<file path="src/design/debounced_press_duration_recorder_assert.svh">
// Assertion helpers shared by the recorder modules.
// Each macro expects a clock named clk and an active-low reset named rst_n in scope.
`ifndef DEBOUNCED_PRESS_DURATION_RECORDER_ASSERT_SVH
`define DEBOUNCED_PRESS_DURATION_RECORDER_ASSERT_SVH

`ifndef SYNTHESIS

`define DPDR_ASSERT_ALWAYS(lbl, expr) \
  lbl: assert property (@(posedge clk) disable iff (!rst_n) (expr)) \
    else $error("assertion failed");

`define DPDR_ASSERT_IMPLY(lbl, ante, cons) \
  lbl: assert property (@(posedge clk) disable iff (!rst_n) (ante) |-> (cons)) \
    else $error("assertion failed");

`define DPDR_ASSERT_NEXT(lbl, ante, cons) \
  lbl: assert property (@(posedge clk) disable iff (!rst_n) (ante) |=> (cons)) \
    else $error("assertion failed");

`else

`define DPDR_ASSERT_ALWAYS(lbl, expr)
`define DPDR_ASSERT_IMPLY(lbl, ante, cons)
`define DPDR_ASSERT_NEXT(lbl, ante, cons)

`endif

`endif

</file>
<file path="src/design/dpdr_pkg.sv">
`timescale 1ns / 1ps
`default_nettype none

package dpdr_pkg;

  // Number of duration entries in the store.
  localparam int STORE_DEPTH = 16;
  localparam int STORE_AW    = (STORE_DEPTH > 1) ? $clog2(STORE_DEPTH) : 1;
  localparam int FILL_W      = $clog2(STORE_DEPTH + 1);

  localparam int CFG_IDX_W = 2;
  localparam logic [CFG_IDX_W-1:0] CFG_MIN_EVENT = 2'd0;
  localparam logic [CFG_IDX_W-1:0] CFG_MAX_PRESS = 2'd1;
  localparam logic [CFG_IDX_W-1:0] CFG_WAIT      = 2'd2;

  localparam logic [15:0] MIN_EVENT_RST = 16'd20;
  localparam logic [15:0] MAX_PRESS_RST = 16'd2000;
  localparam logic [15:0] WAIT_RST      = 16'd3000;

  typedef struct packed {
    logic [15:0] min_event_ms;
    logic [15:0] max_press_ms;
    logic [15:0] wait_ms;
  } cfg_t;

  typedef struct packed {
    logic        smooth_level;
    logic        error_flag;
    logic        finished_flag;
    logic        listening_flag;
    logic        stored_valid;
    logic [15:0] stored_duration;
    logic [4:0]  stored_count;
  } res_t;

  typedef struct packed {
    logic                en;
    logic [STORE_AW-1:0] addr;
    logic [15:0]         data;
  } store_wr_t;

endpackage

`default_nettype wire

</file>
<file path="src/design/dpdr_store.sv">
`timescale 1ns / 1ps
`default_nettype none

// Duration store. Entries are only appended; contents are undefined until written.
module dpdr_store (
  input  wire logic              clk,
  input  wire dpdr_pkg::store_wr_t wr
);

  logic [15:0] mem [dpdr_pkg::STORE_DEPTH];

  always_ff @(posedge clk) begin
    if (wr.en) begin
      mem[wr.addr] <= wr.data;
    end
  end

endmodule

`default_nettype wire

</file>
<file path="src/design/dpdr_core.sv">
`timescale 1ns / 1ps
`default_nettype none
`include "debounced_press_duration_recorder_assert.svh"

// Debounce, press timing and flag logic. One word is processed per accepted cycle.
module dpdr_core (
  input  wire logic                 clk,
  input  wire logic                 rst_n,
  input  wire logic                 acc,
  input  wire logic                 cmd,
  input  wire logic                 raw,
  input  wire logic [31:0]          now,
  input  wire dpdr_pkg::cfg_t       cfg,
  output dpdr_pkg::res_t            res,
  output dpdr_pkg::store_wr_t       wr
);

  logic                        level_r, level_nxt;
  logic [31:0]                 last_chg_r, last_chg_nxt;
  logic [31:0]                 ev_start_r, ev_start_nxt;
  logic                        err_r, err_nxt;
  logic                        fin_r, fin_nxt;
  logic                        lis_r, lis_nxt;
  logic [dpdr_pkg::FILL_W-1:0] fill_r, fill_nxt;

  logic [31:0]                 since_chg;
  logic [31:0]                 held;
  logic [15:0]                 held_sat;
  logic                        full;
  logic                        stored;
  logic [dpdr_pkg::FILL_W+4:0] fill_ext;

  assign since_chg = now - last_chg_r;
  assign held      = now - ev_start_r;
  assign held_sat  = (|held[31:16]) ? 16'hFFFF : held[15:0];
  assign full      = fill_r >= dpdr_pkg::FILL_W'(dpdr_pkg::STORE_DEPTH);

  always_comb begin
    level_nxt    = level_r;
    last_chg_nxt = last_chg_r;
    ev_start_nxt = ev_start_r;
    err_nxt      = err_r;
    fin_nxt      = fin_r;
    lis_nxt      = lis_r;
    fill_nxt     = fill_r;
    stored       = 1'b0;
    if (cmd) begin
      level_nxt = 1'b0;
      err_nxt   = 1'b0;
      fin_nxt   = 1'b0;
      lis_nxt   = 1'b0;
      fill_nxt  = '0;
    end else if (!err_r && !fin_r) begin
      // Every raw change restarts the debounce timer, taken or not.
      if (raw != level_r) begin
        last_chg_nxt = now;
        if (since_chg >= {16'd0, cfg.min_event_ms}) begin
          level_nxt = raw;
        end
      end
      if (level_r) begin
        if (level_nxt) begin
          if (held > {16'd0, cfg.max_press_ms}) begin
            err_nxt = 1'b1;
          end
        end else begin
          ev_start_nxt = now;
          if (full) begin
            err_nxt = 1'b1;
          end else begin
            stored   = 1'b1;
            fill_nxt = fill_r + 1'b1;
          end
        end
      end else if (level_nxt) begin
        ev_start_nxt = now;
        lis_nxt      = 1'b1;
      end else if (lis_r && (held > {16'd0, cfg.wait_ms})) begin
        if (full) begin
          fin_nxt = 1'b1;
        end else begin
          err_nxt = 1'b1;
        end
      end
    end
  end

  always_ff @(posedge clk) begin
    if (!rst_n) begin
      level_r    <= 1'b0;
      last_chg_r <= '0;
      ev_start_r <= '0;
      err_r      <= 1'b0;
      fin_r      <= 1'b0;
      lis_r      <= 1'b0;
      fill_r     <= '0;
    end else if (acc) begin
      level_r    <= level_nxt;
      last_chg_r <= last_chg_nxt;
      ev_start_r <= ev_start_nxt;
      err_r      <= err_nxt;
      fin_r      <= fin_nxt;
      lis_r      <= lis_nxt;
      fill_r     <= fill_nxt;
    end
  end

  assign fill_ext = {5'd0, fill_nxt};

  always_comb begin
    res.smooth_level    = level_nxt;
    res.error_flag      = err_nxt;
    res.finished_flag   = fin_nxt;
    res.listening_flag  = lis_nxt;
    res.stored_valid    = stored;
    res.stored_duration = stored ? held_sat : 16'd0;
    res.stored_count    = fill_ext[4:0];
  end

  assign wr.en   = acc && stored;
  assign wr.addr = fill_r[dpdr_pkg::STORE_AW-1:0];
  assign wr.data = held_sat;

  `DPDR_ASSERT_ALWAYS(a_fill_bound, fill_r <= dpdr_pkg::FILL_W'(dpdr_pkg::STORE_DEPTH))
  `DPDR_ASSERT_NEXT(a_store_advances, acc && stored, fill_r == $past(fill_r) + 1'b1)
  `DPDR_ASSERT_NEXT(a_err_sticky, err_r && acc && !cmd, err_r)

endmodule

`default_nettype wire

</file>
<file path="src/design/dpdr_out_fifo.sv">
`timescale 1ns / 1ps
`default_nettype none
`include "debounced_press_duration_recorder_assert.svh"

// Two-word result queue; it lets the input keep flowing during an output stall until both words are held.
module dpdr_out_fifo (
  input  wire logic           clk,
  input  wire logic           rst_n,
  input  wire logic           push,
  input  wire dpdr_pkg::res_t push_data,
  output logic                full,
  input  wire logic           pop,
  output logic                not_empty,
  output dpdr_pkg::res_t      head
);

  dpdr_pkg::res_t slot_r [2];
  logic       wr_ptr_r, wr_ptr_nxt;
  logic       rd_ptr_r, rd_ptr_nxt;
  logic [1:0] cnt_r, cnt_nxt;
  logic       do_pop;

  assign full      = cnt_r == 2'd2;
  assign not_empty = cnt_r != 2'd0;
  assign head      = slot_r[rd_ptr_r];
  assign do_pop    = pop && not_empty;

  always_comb begin
    wr_ptr_nxt = push ? ~wr_ptr_r : wr_ptr_r;
    rd_ptr_nxt = do_pop ? ~rd_ptr_r : rd_ptr_r;
    cnt_nxt    = cnt_r + {1'b0, push} - {1'b0, do_pop};
  end

  always_ff @(posedge clk) begin
    if (!rst_n) begin
      wr_ptr_r <= 1'b0;
      rd_ptr_r <= 1'b0;
      cnt_r    <= 2'd0;
    end else begin
      wr_ptr_r <= wr_ptr_nxt;
      rd_ptr_r <= rd_ptr_nxt;
      cnt_r    <= cnt_nxt;
    end
  end

  always_ff @(posedge clk) begin
    if (push) begin
      slot_r[wr_ptr_r] <= push_data;
    end
  end

  `DPDR_ASSERT_ALWAYS(a_cnt_bound, cnt_r <= 2'd2)
  `DPDR_ASSERT_IMPLY(a_no_push_full, push, !full)
  `DPDR_ASSERT_NEXT(a_pop_drains, do_pop && !push, cnt_r == $past(cnt_r) - 2'd1)

endmodule

`default_nettype wire

</file>
<file path="src/design/debounced_press_duration_recorder.sv">
`timescale 1ns / 1ps
`default_nettype none

// Channel  Handshake            Payload
// in_      in_valid / in_stall  in_command, in_raw_level, in_now_ms
// out_     out_valid/ out_stall out_smooth_level .. out_stored_count
// cfg_     cfg_valid/ cfg_ready cfg_index, cfg_data
//
// One word is accepted per clock cycle while the output queue has room; its result enters
// the queue at the same edge and can leave on the next cycle.
// The rate is set by the registered update of the debounce state and the store write port.
// Reset is synchronous and active low; it restores the register defaults and clears all flags.
// The two-word output queue absorbs a stall; in_stall rises only when both words are waiting.
// The configuration port is always ready and should be written only while the block is idle.
module debounced_press_duration_recorder (
  input  wire logic        clk,
  input  wire logic        rst_n,

  input  wire logic        in_valid,
  output logic             in_stall,
  input  wire logic        in_command,
  input  wire logic        in_raw_level,
  input  wire logic [31:0] in_now_ms,

  output logic             out_valid,
  input  wire logic        out_stall,
  output logic             out_smooth_level,
  output logic             out_error_flag,
  output logic             out_finished_flag,
  output logic             out_listening_flag,
  output logic             out_stored_valid,
  output logic [15:0]      out_stored_duration,
  output logic [4:0]       out_stored_count,

  input  wire logic        cfg_valid,
  output logic             cfg_ready,
  input  wire logic [dpdr_pkg::CFG_IDX_W-1:0] cfg_index,
  input  wire logic [15:0] cfg_data
);

  dpdr_pkg::cfg_t      cfg_r;
  dpdr_pkg::res_t      core_res;
  dpdr_pkg::res_t      head;
  dpdr_pkg::store_wr_t store_wr;
  logic                q_full;
  logic                accept;

  // Configuration registers; a write to an index beyond the list is dropped.
  assign cfg_ready = 1'b1;

  always_ff @(posedge clk) begin
    if (!rst_n) begin
      cfg_r.min_event_ms <= dpdr_pkg::MIN_EVENT_RST;
      cfg_r.max_press_ms <= dpdr_pkg::MAX_PRESS_RST;
      cfg_r.wait_ms      <= dpdr_pkg::WAIT_RST;
    end else if (cfg_valid && cfg_ready) begin
      case (cfg_index)
        dpdr_pkg::CFG_MIN_EVENT: cfg_r.min_event_ms <= cfg_data;
        dpdr_pkg::CFG_MAX_PRESS: cfg_r.max_press_ms <= cfg_data;
        dpdr_pkg::CFG_WAIT:      cfg_r.wait_ms      <= cfg_data;
        default: ;
      endcase
    end
  end

  // A word is taken whenever the output queue has room.
  assign in_stall = q_full;
  assign accept   = in_valid && !in_stall;

  dpdr_core u_core (
    .clk (clk),
    .rst_n (rst_n),
    .acc (accept),
    .cmd (in_command),
    .raw (in_raw_level),
    .now (in_now_ms),
    .cfg (cfg_r),
    .res (core_res),
    .wr (store_wr)
  );

  dpdr_store u_store (
    .clk (clk),
    .wr (store_wr)
  );

  dpdr_out_fifo u_out_fifo (
    .clk (clk),
    .rst_n (rst_n),
    .push (accept),
    .push_data (core_res),
    .full (q_full),
    .pop (!out_stall),
    .not_empty (out_valid),
    .head (head)
  );

  assign out_smooth_level    = head.smooth_level;
  assign out_error_flag      = head.error_flag;
  assign out_finished_flag   = head.finished_flag;
  assign out_listening_flag  = head.listening_flag;
  assign out_stored_valid    = head.stored_valid;
  assign out_stored_duration = head.stored_duration;
  assign out_stored_count    = head.stored_count;

endmodule

`default_nettype wire
</file>
<file path="config.mk">
export PLATFORM = sky130hd
export DESIGN_NAME = debounced_press_duration_recorder
export DESIGN_NICKNAME = d
export VERILOG_FILES = /design/src/design/dpdr_pkg.sv /design/src/design/dpdr_store.sv /design/src/design/dpdr_core.sv /design/src/design/dpdr_out_fifo.sv /design/src/design/debounced_press_duration_recorder.sv
export VERILOG_INCLUDE_DIRS = /design/src /design/src/design
export SDC_FILE = /design/constraint.sdc
export NUM_CORES = 1
export LEC_CHECK = 0
export BUFFER_PORTS_ARGS = -buffer_cell sky130_fd_sc_hd__buf_4
export CAP_MARGIN = 10
export CORE_ASPECT_RATIO = 0.6
export CORE_MARGIN = 3
export CORE_UTILIZATION = 40
export CTS_CLUSTER_DIAMETER = 150
export CTS_CLUSTER_SIZE = 24
export DETAILED_ROUTE_END_ITERATION = 10
export MAX_ROUTING_LAYER = met4
export REMOVE_ABC_BUFFERS = 1
export SLEW_MARGIN = 10
export SYNTH_ARGS = -nofsm -noshare
export SYNTH_HDL_FRONTEND = slang
export SYNTH_SLANG_ARGS = --single-unit
</file>
<file path="constraint.sdc">
create_clock -name clk -period 7.25 [get_ports clk]
set_input_delay 0.3625 -clock clk [delete_from_list [all_inputs] [get_ports clk]]
set_output_delay 0.3625 -clock clk [all_outputs]
set_load 0.05 [all_outputs]
</file>
==> impl_metrics.py <==
metrics = {
    "grt": {
        "grt_overflow": 0,
        "grt_max_degree": 88,
        "antenna_found_initial": 0,
        "grt_pass1_vias": 9872,
        "track_usage": 0.229,
        "grt_pass1_wl_mm": 56.6,
    },
    "synth": {
        "synth_cells": 1497,
        "ys_seq_area_frac": 0.336,
        "ys_async_sr_fraction": 0,
        "synth.distinct_cells": 82,
        "syn_avg_cell_area_sq_um": 8.11,
        "synth_flop_cell": "dfxtp_1",
        "ys_top_cells_by_area": "dfxtp_1 21%, edfxtp_1 13%, ha_1 12%, a21oi_1 8.8%, nand2_1 6.7%",
        "syn-cell-area_sq_mm": 0.0121,
        "synth_warnings": 0,
        "synth_edf_count": 52,
        "yosysTopAreaCell": "dfxtp_1",
        "synth_top_area_frac": 0.208,
        "synth_seq_cells": 178,
    },
    "min_path": {
        "holdCritPathClass": "input pin to register",
    },
    "place": {
        "hpwl_mm": 27.5,
        "place_ws_ns": 1.72,
        "portBuffers": 84,
        "gp_congestion": 0.938,
    },
    "critical_path": {
        "arrival_ns": 5.59,
        "startpoint_type": "register",
        "path_max_fanout": 36,
        "crit_slowest_cell": "nand2b_1",
        "end_kind": "register",
        "slowest_delay_ns": 0.56,
        "crit_chain": "inv_1, ha_1, a21o_1, a31oi_1, a21boi_1, or2_1, a21o_1, a21oi_1, xnor2_1, ha_1, a21oi_1, nor2b_1, o21ai_0, o211ai_1, a211oi_1, o211ai_1, a2111oi_4, nand4_4, buf_4, and4_4, nand2b_1, a21oi_1",
        "criticalPathCategory": "register to register",
        "crit_required_ns": 7.39,
        "cp_common_cell": "a21oi_1",
    },
    "clock_tree": {
        "cts_resized": 0,
        "cts_tree": "yes",
        "h-tree-depth": 4,
        "cts_buffer_depth": 2,
        "clk_pin_slew_worst_paths_ns": 0.08,
        "hold_buffers": 0,
        "clk_latency_ns": 0.46,
        "root_buffer": "clkbuf_16",
        "post-cts-setup-buffers": 0,
        "cts_sinks": 178,
        "numCtsBuffers": 17,
    },
    "timing": {
        "fmax_ghz": 0.183,
        "finClkSkew_ns": 0.0136,
        "worst_pin_slew_ns": 1.18,
        "hold_violations": 0,
        "final.min_clock_period_ns": 5.45,
        "relSlewSlack": 0.210,
        "setup_viol": 0,
        "period_share": 0.752,
        "timing.final.ws_setup_ns": 1.80,
        "finalSetupTns_ns": 0,
        "rsz0062_at_grt": "false",
        "drv_slew": 0,
    },
    "power_and_ir_drop": {
        "p_int_uw": 2080,
        "power_density_mw_per_mm2": 246,
        "sequentialPowerShare": 0.349,
        "peakVddDrop_uv": 139,
        "pwr-share-clk": 0.284,
        "combPwrFrac": 0.368,
        "switching_share": 0.381,
        "switchingPower_uw": 1280,
        "p_leak_uw": 0.00532,
    },
    "final_layout": {
        "diodes": 0,
        "area_growth_pct": 12.3,
        "final_nets": 1709,
        "drive_above_1_share": 0.119,
    },
    "run": {
        "maxCapViolations": 0,
    },
    "route": {
        "drcViolationCount": 0,
        "routed_wl_mm": 35.9,
        "drt_iter0_markers": 1034,
        "vias": 10858,
        "ant_nets": 0,
        "firstDrtPassIters": 5,
        "wl_per_cell_um": 18.4,
        "drt-vias-per-instance": 5.57,
    },
    "floorplanning": {
        "die_area_sq_mm": 0.0326,
        "die_w_um": 231,
        "ios": 86,
        "chipHeight_um": 141,
        "rows": 48,
        "design.core.area_sq_mm": 0.0293,
        "start_util": 0.414,
    },
    "outcome": {
        "status": "finished, final reports clean",
    },
}
[cells in the mapped netlist (4+ instances only)]
library cell	instances
clkbuf_1	57
o21a_1	22
or2_2	7
or3_1	8
nor2_1	90
nand3_1	28
and2_1	9
a211o_1	5
nand4_1	29
a21boi_0	6
dfxtp_1	126
nor2b_1	7
and4_1	7
o21bai_1	7
inv_1	141
a21oi_1	214
a21o_1	33
o221ai_1	5
a31oi_1	7
edfxtp_1	52
nor4_1	4
nand2b_1	10
nand2_1	217
xnor2_1	28
mux2i_1	7
xor2_1	17
and3_1	7
buf_2	9
a211oi_1	14
a2111oi_0	5
mux2_2	26
o21ai_0	45
nor3_1	26
o21ai_1	9
o22ai_1	4
o211ai_1	27
ha_1	114
[layout make-up]
type                            instances  area, sq um
Multi-Input combinational cell       1105         7240
Clock buffer                           17          425
Tap cell                              400          500
Fill cell                            2945        15700
Clock inverter                         15          169
Sequential cell                       178         4080
Timing Repair Buffer                   92          691
Inverter                              142          534
[flip-flops by register name, indices dropped and copies added (netlist names), named ones only]
signal,flops
u_core.level_r,1
cfg_r,48
u_core.last_chg_r,32
u_out_fifo.slot_r,52
u_core.ev_start_r,32
u_core.err_r,1
u_core.fill_r,5
u_out_fifo.cnt_r,2
u_core.fin_r,1
u_out_fifo.wr_ptr_r,1
u_core.lis_r,1
u_out_fifo.rd_ptr_r,1
[path summary, 6_finish.rpt]
check                                            from                  endpoint  slack [ns]  cells after the start
worst min-delay path                      cfg_data[2]                  cfg_r[2]        0.16                      3
worst min register to register  u_core.last_chg_r[24]     u_core.last_chg_r[24]        0.45                      2
worst max register to register   u_core.last_chg_r[4]  u_out_fifo.slot_r[1][18]        1.80                     22
worst max-delay path             u_core.last_chg_r[4]  u_out_fifo.slot_r[1][18]        1.80                     22
[through the flow]
step | total power [uW] | util | instance area, sq um | hold WS, ns | std cells
after floorplan | 2050 | - | 11800 | 0.436 | 1425
after global placement | 2410 | 0.445 | 13000 | 0.442 | 1917
after detailed placement | 2420 | 0.445 | 13000 | 0.447 | 1917
after CTS | 3380 | 0.465 | 13600 | 0.146 | 1949
after global routing | 3550 | 0.465 | 13600 | 0.161 | 1949
final | 3360 | 0.465 | 13600 | 0.164 | 1949
[cells by family (layout without fill, tap and decap cells)]
| logic type | Yosys count | in the layout | synth area share |
|---|---|---|---|
| muxes | 33 | 33 | 0.0299 |
| AOI/OAI and AO/OA | 444 | 444 | 0.234 |
| adders and majority gates | 116 | 116 | 0.121 |
| and+or+nand+nor | 466 | 466 | 0.178 |
| other | 1 | 1 | 0.000309 |
| DFF | 178 | 178 | 0.336 |
| buffers and inverters | 214 | 266 | 0.0689 |
| xor gates and xnor gates | 45 | 45 | 0.0325 |
[cell usage in the layout (no fill, tap or decap), types with 8 or more instances in the layout]
cell type  count
mux2_2        26
nand4_1       29
nor3_1        26
buf_4         92
edfxtp_1      52
o21ai_0       45
nand3_1       28
xor2_1        17
and2_1         9
nand2b_1      10
inv_1        140
nand2_1      217
o21ai_1        9
nor2_1        88
a21oi_1      214
xnor2_1       28
dfxtp_1      126
a21o_1        33
o21a_1        22
clkbuf_16     17
o211ai_1      27
or3_1          8
a211oi_1      14
ha_1         114
[metal layers]
layer  GRT usage  vias up  routed length [um]
li1            -     5367                   -
met2       0.298      318               13700
met1       0.356     5149               19300
met4      0.0349        0                 252
met3      0.0541       24                2630
met5           -        -                   0
[power groups by stage]
stage / clock, uW / sequential (uW) / combinational [uW]
3_3_place_gp: 0 / 1190 / 1220
5_1_grt: 1020 / 1180 / 1350
2_1_floorplan: 0 / 1180 / 868
6_report: 954 / 1170 / 1240
4_1_cts: 974 / 1170 / 1230
3_5_place_dp: 0 / 1200 / 1220
[worst max-delay path, delay by kind of cell (launching register included)]
family | cells | cell delay, ns
compound gates | 12 | 2.29
simple gates | 5 | 1.35
fa+ha+maj | 2 | 0.63
buf+inv | 2 | 0.35
flops | 1 | 0.34
xor+xnor | 1 | 0.15
Power figures use the tool's default switching activity.
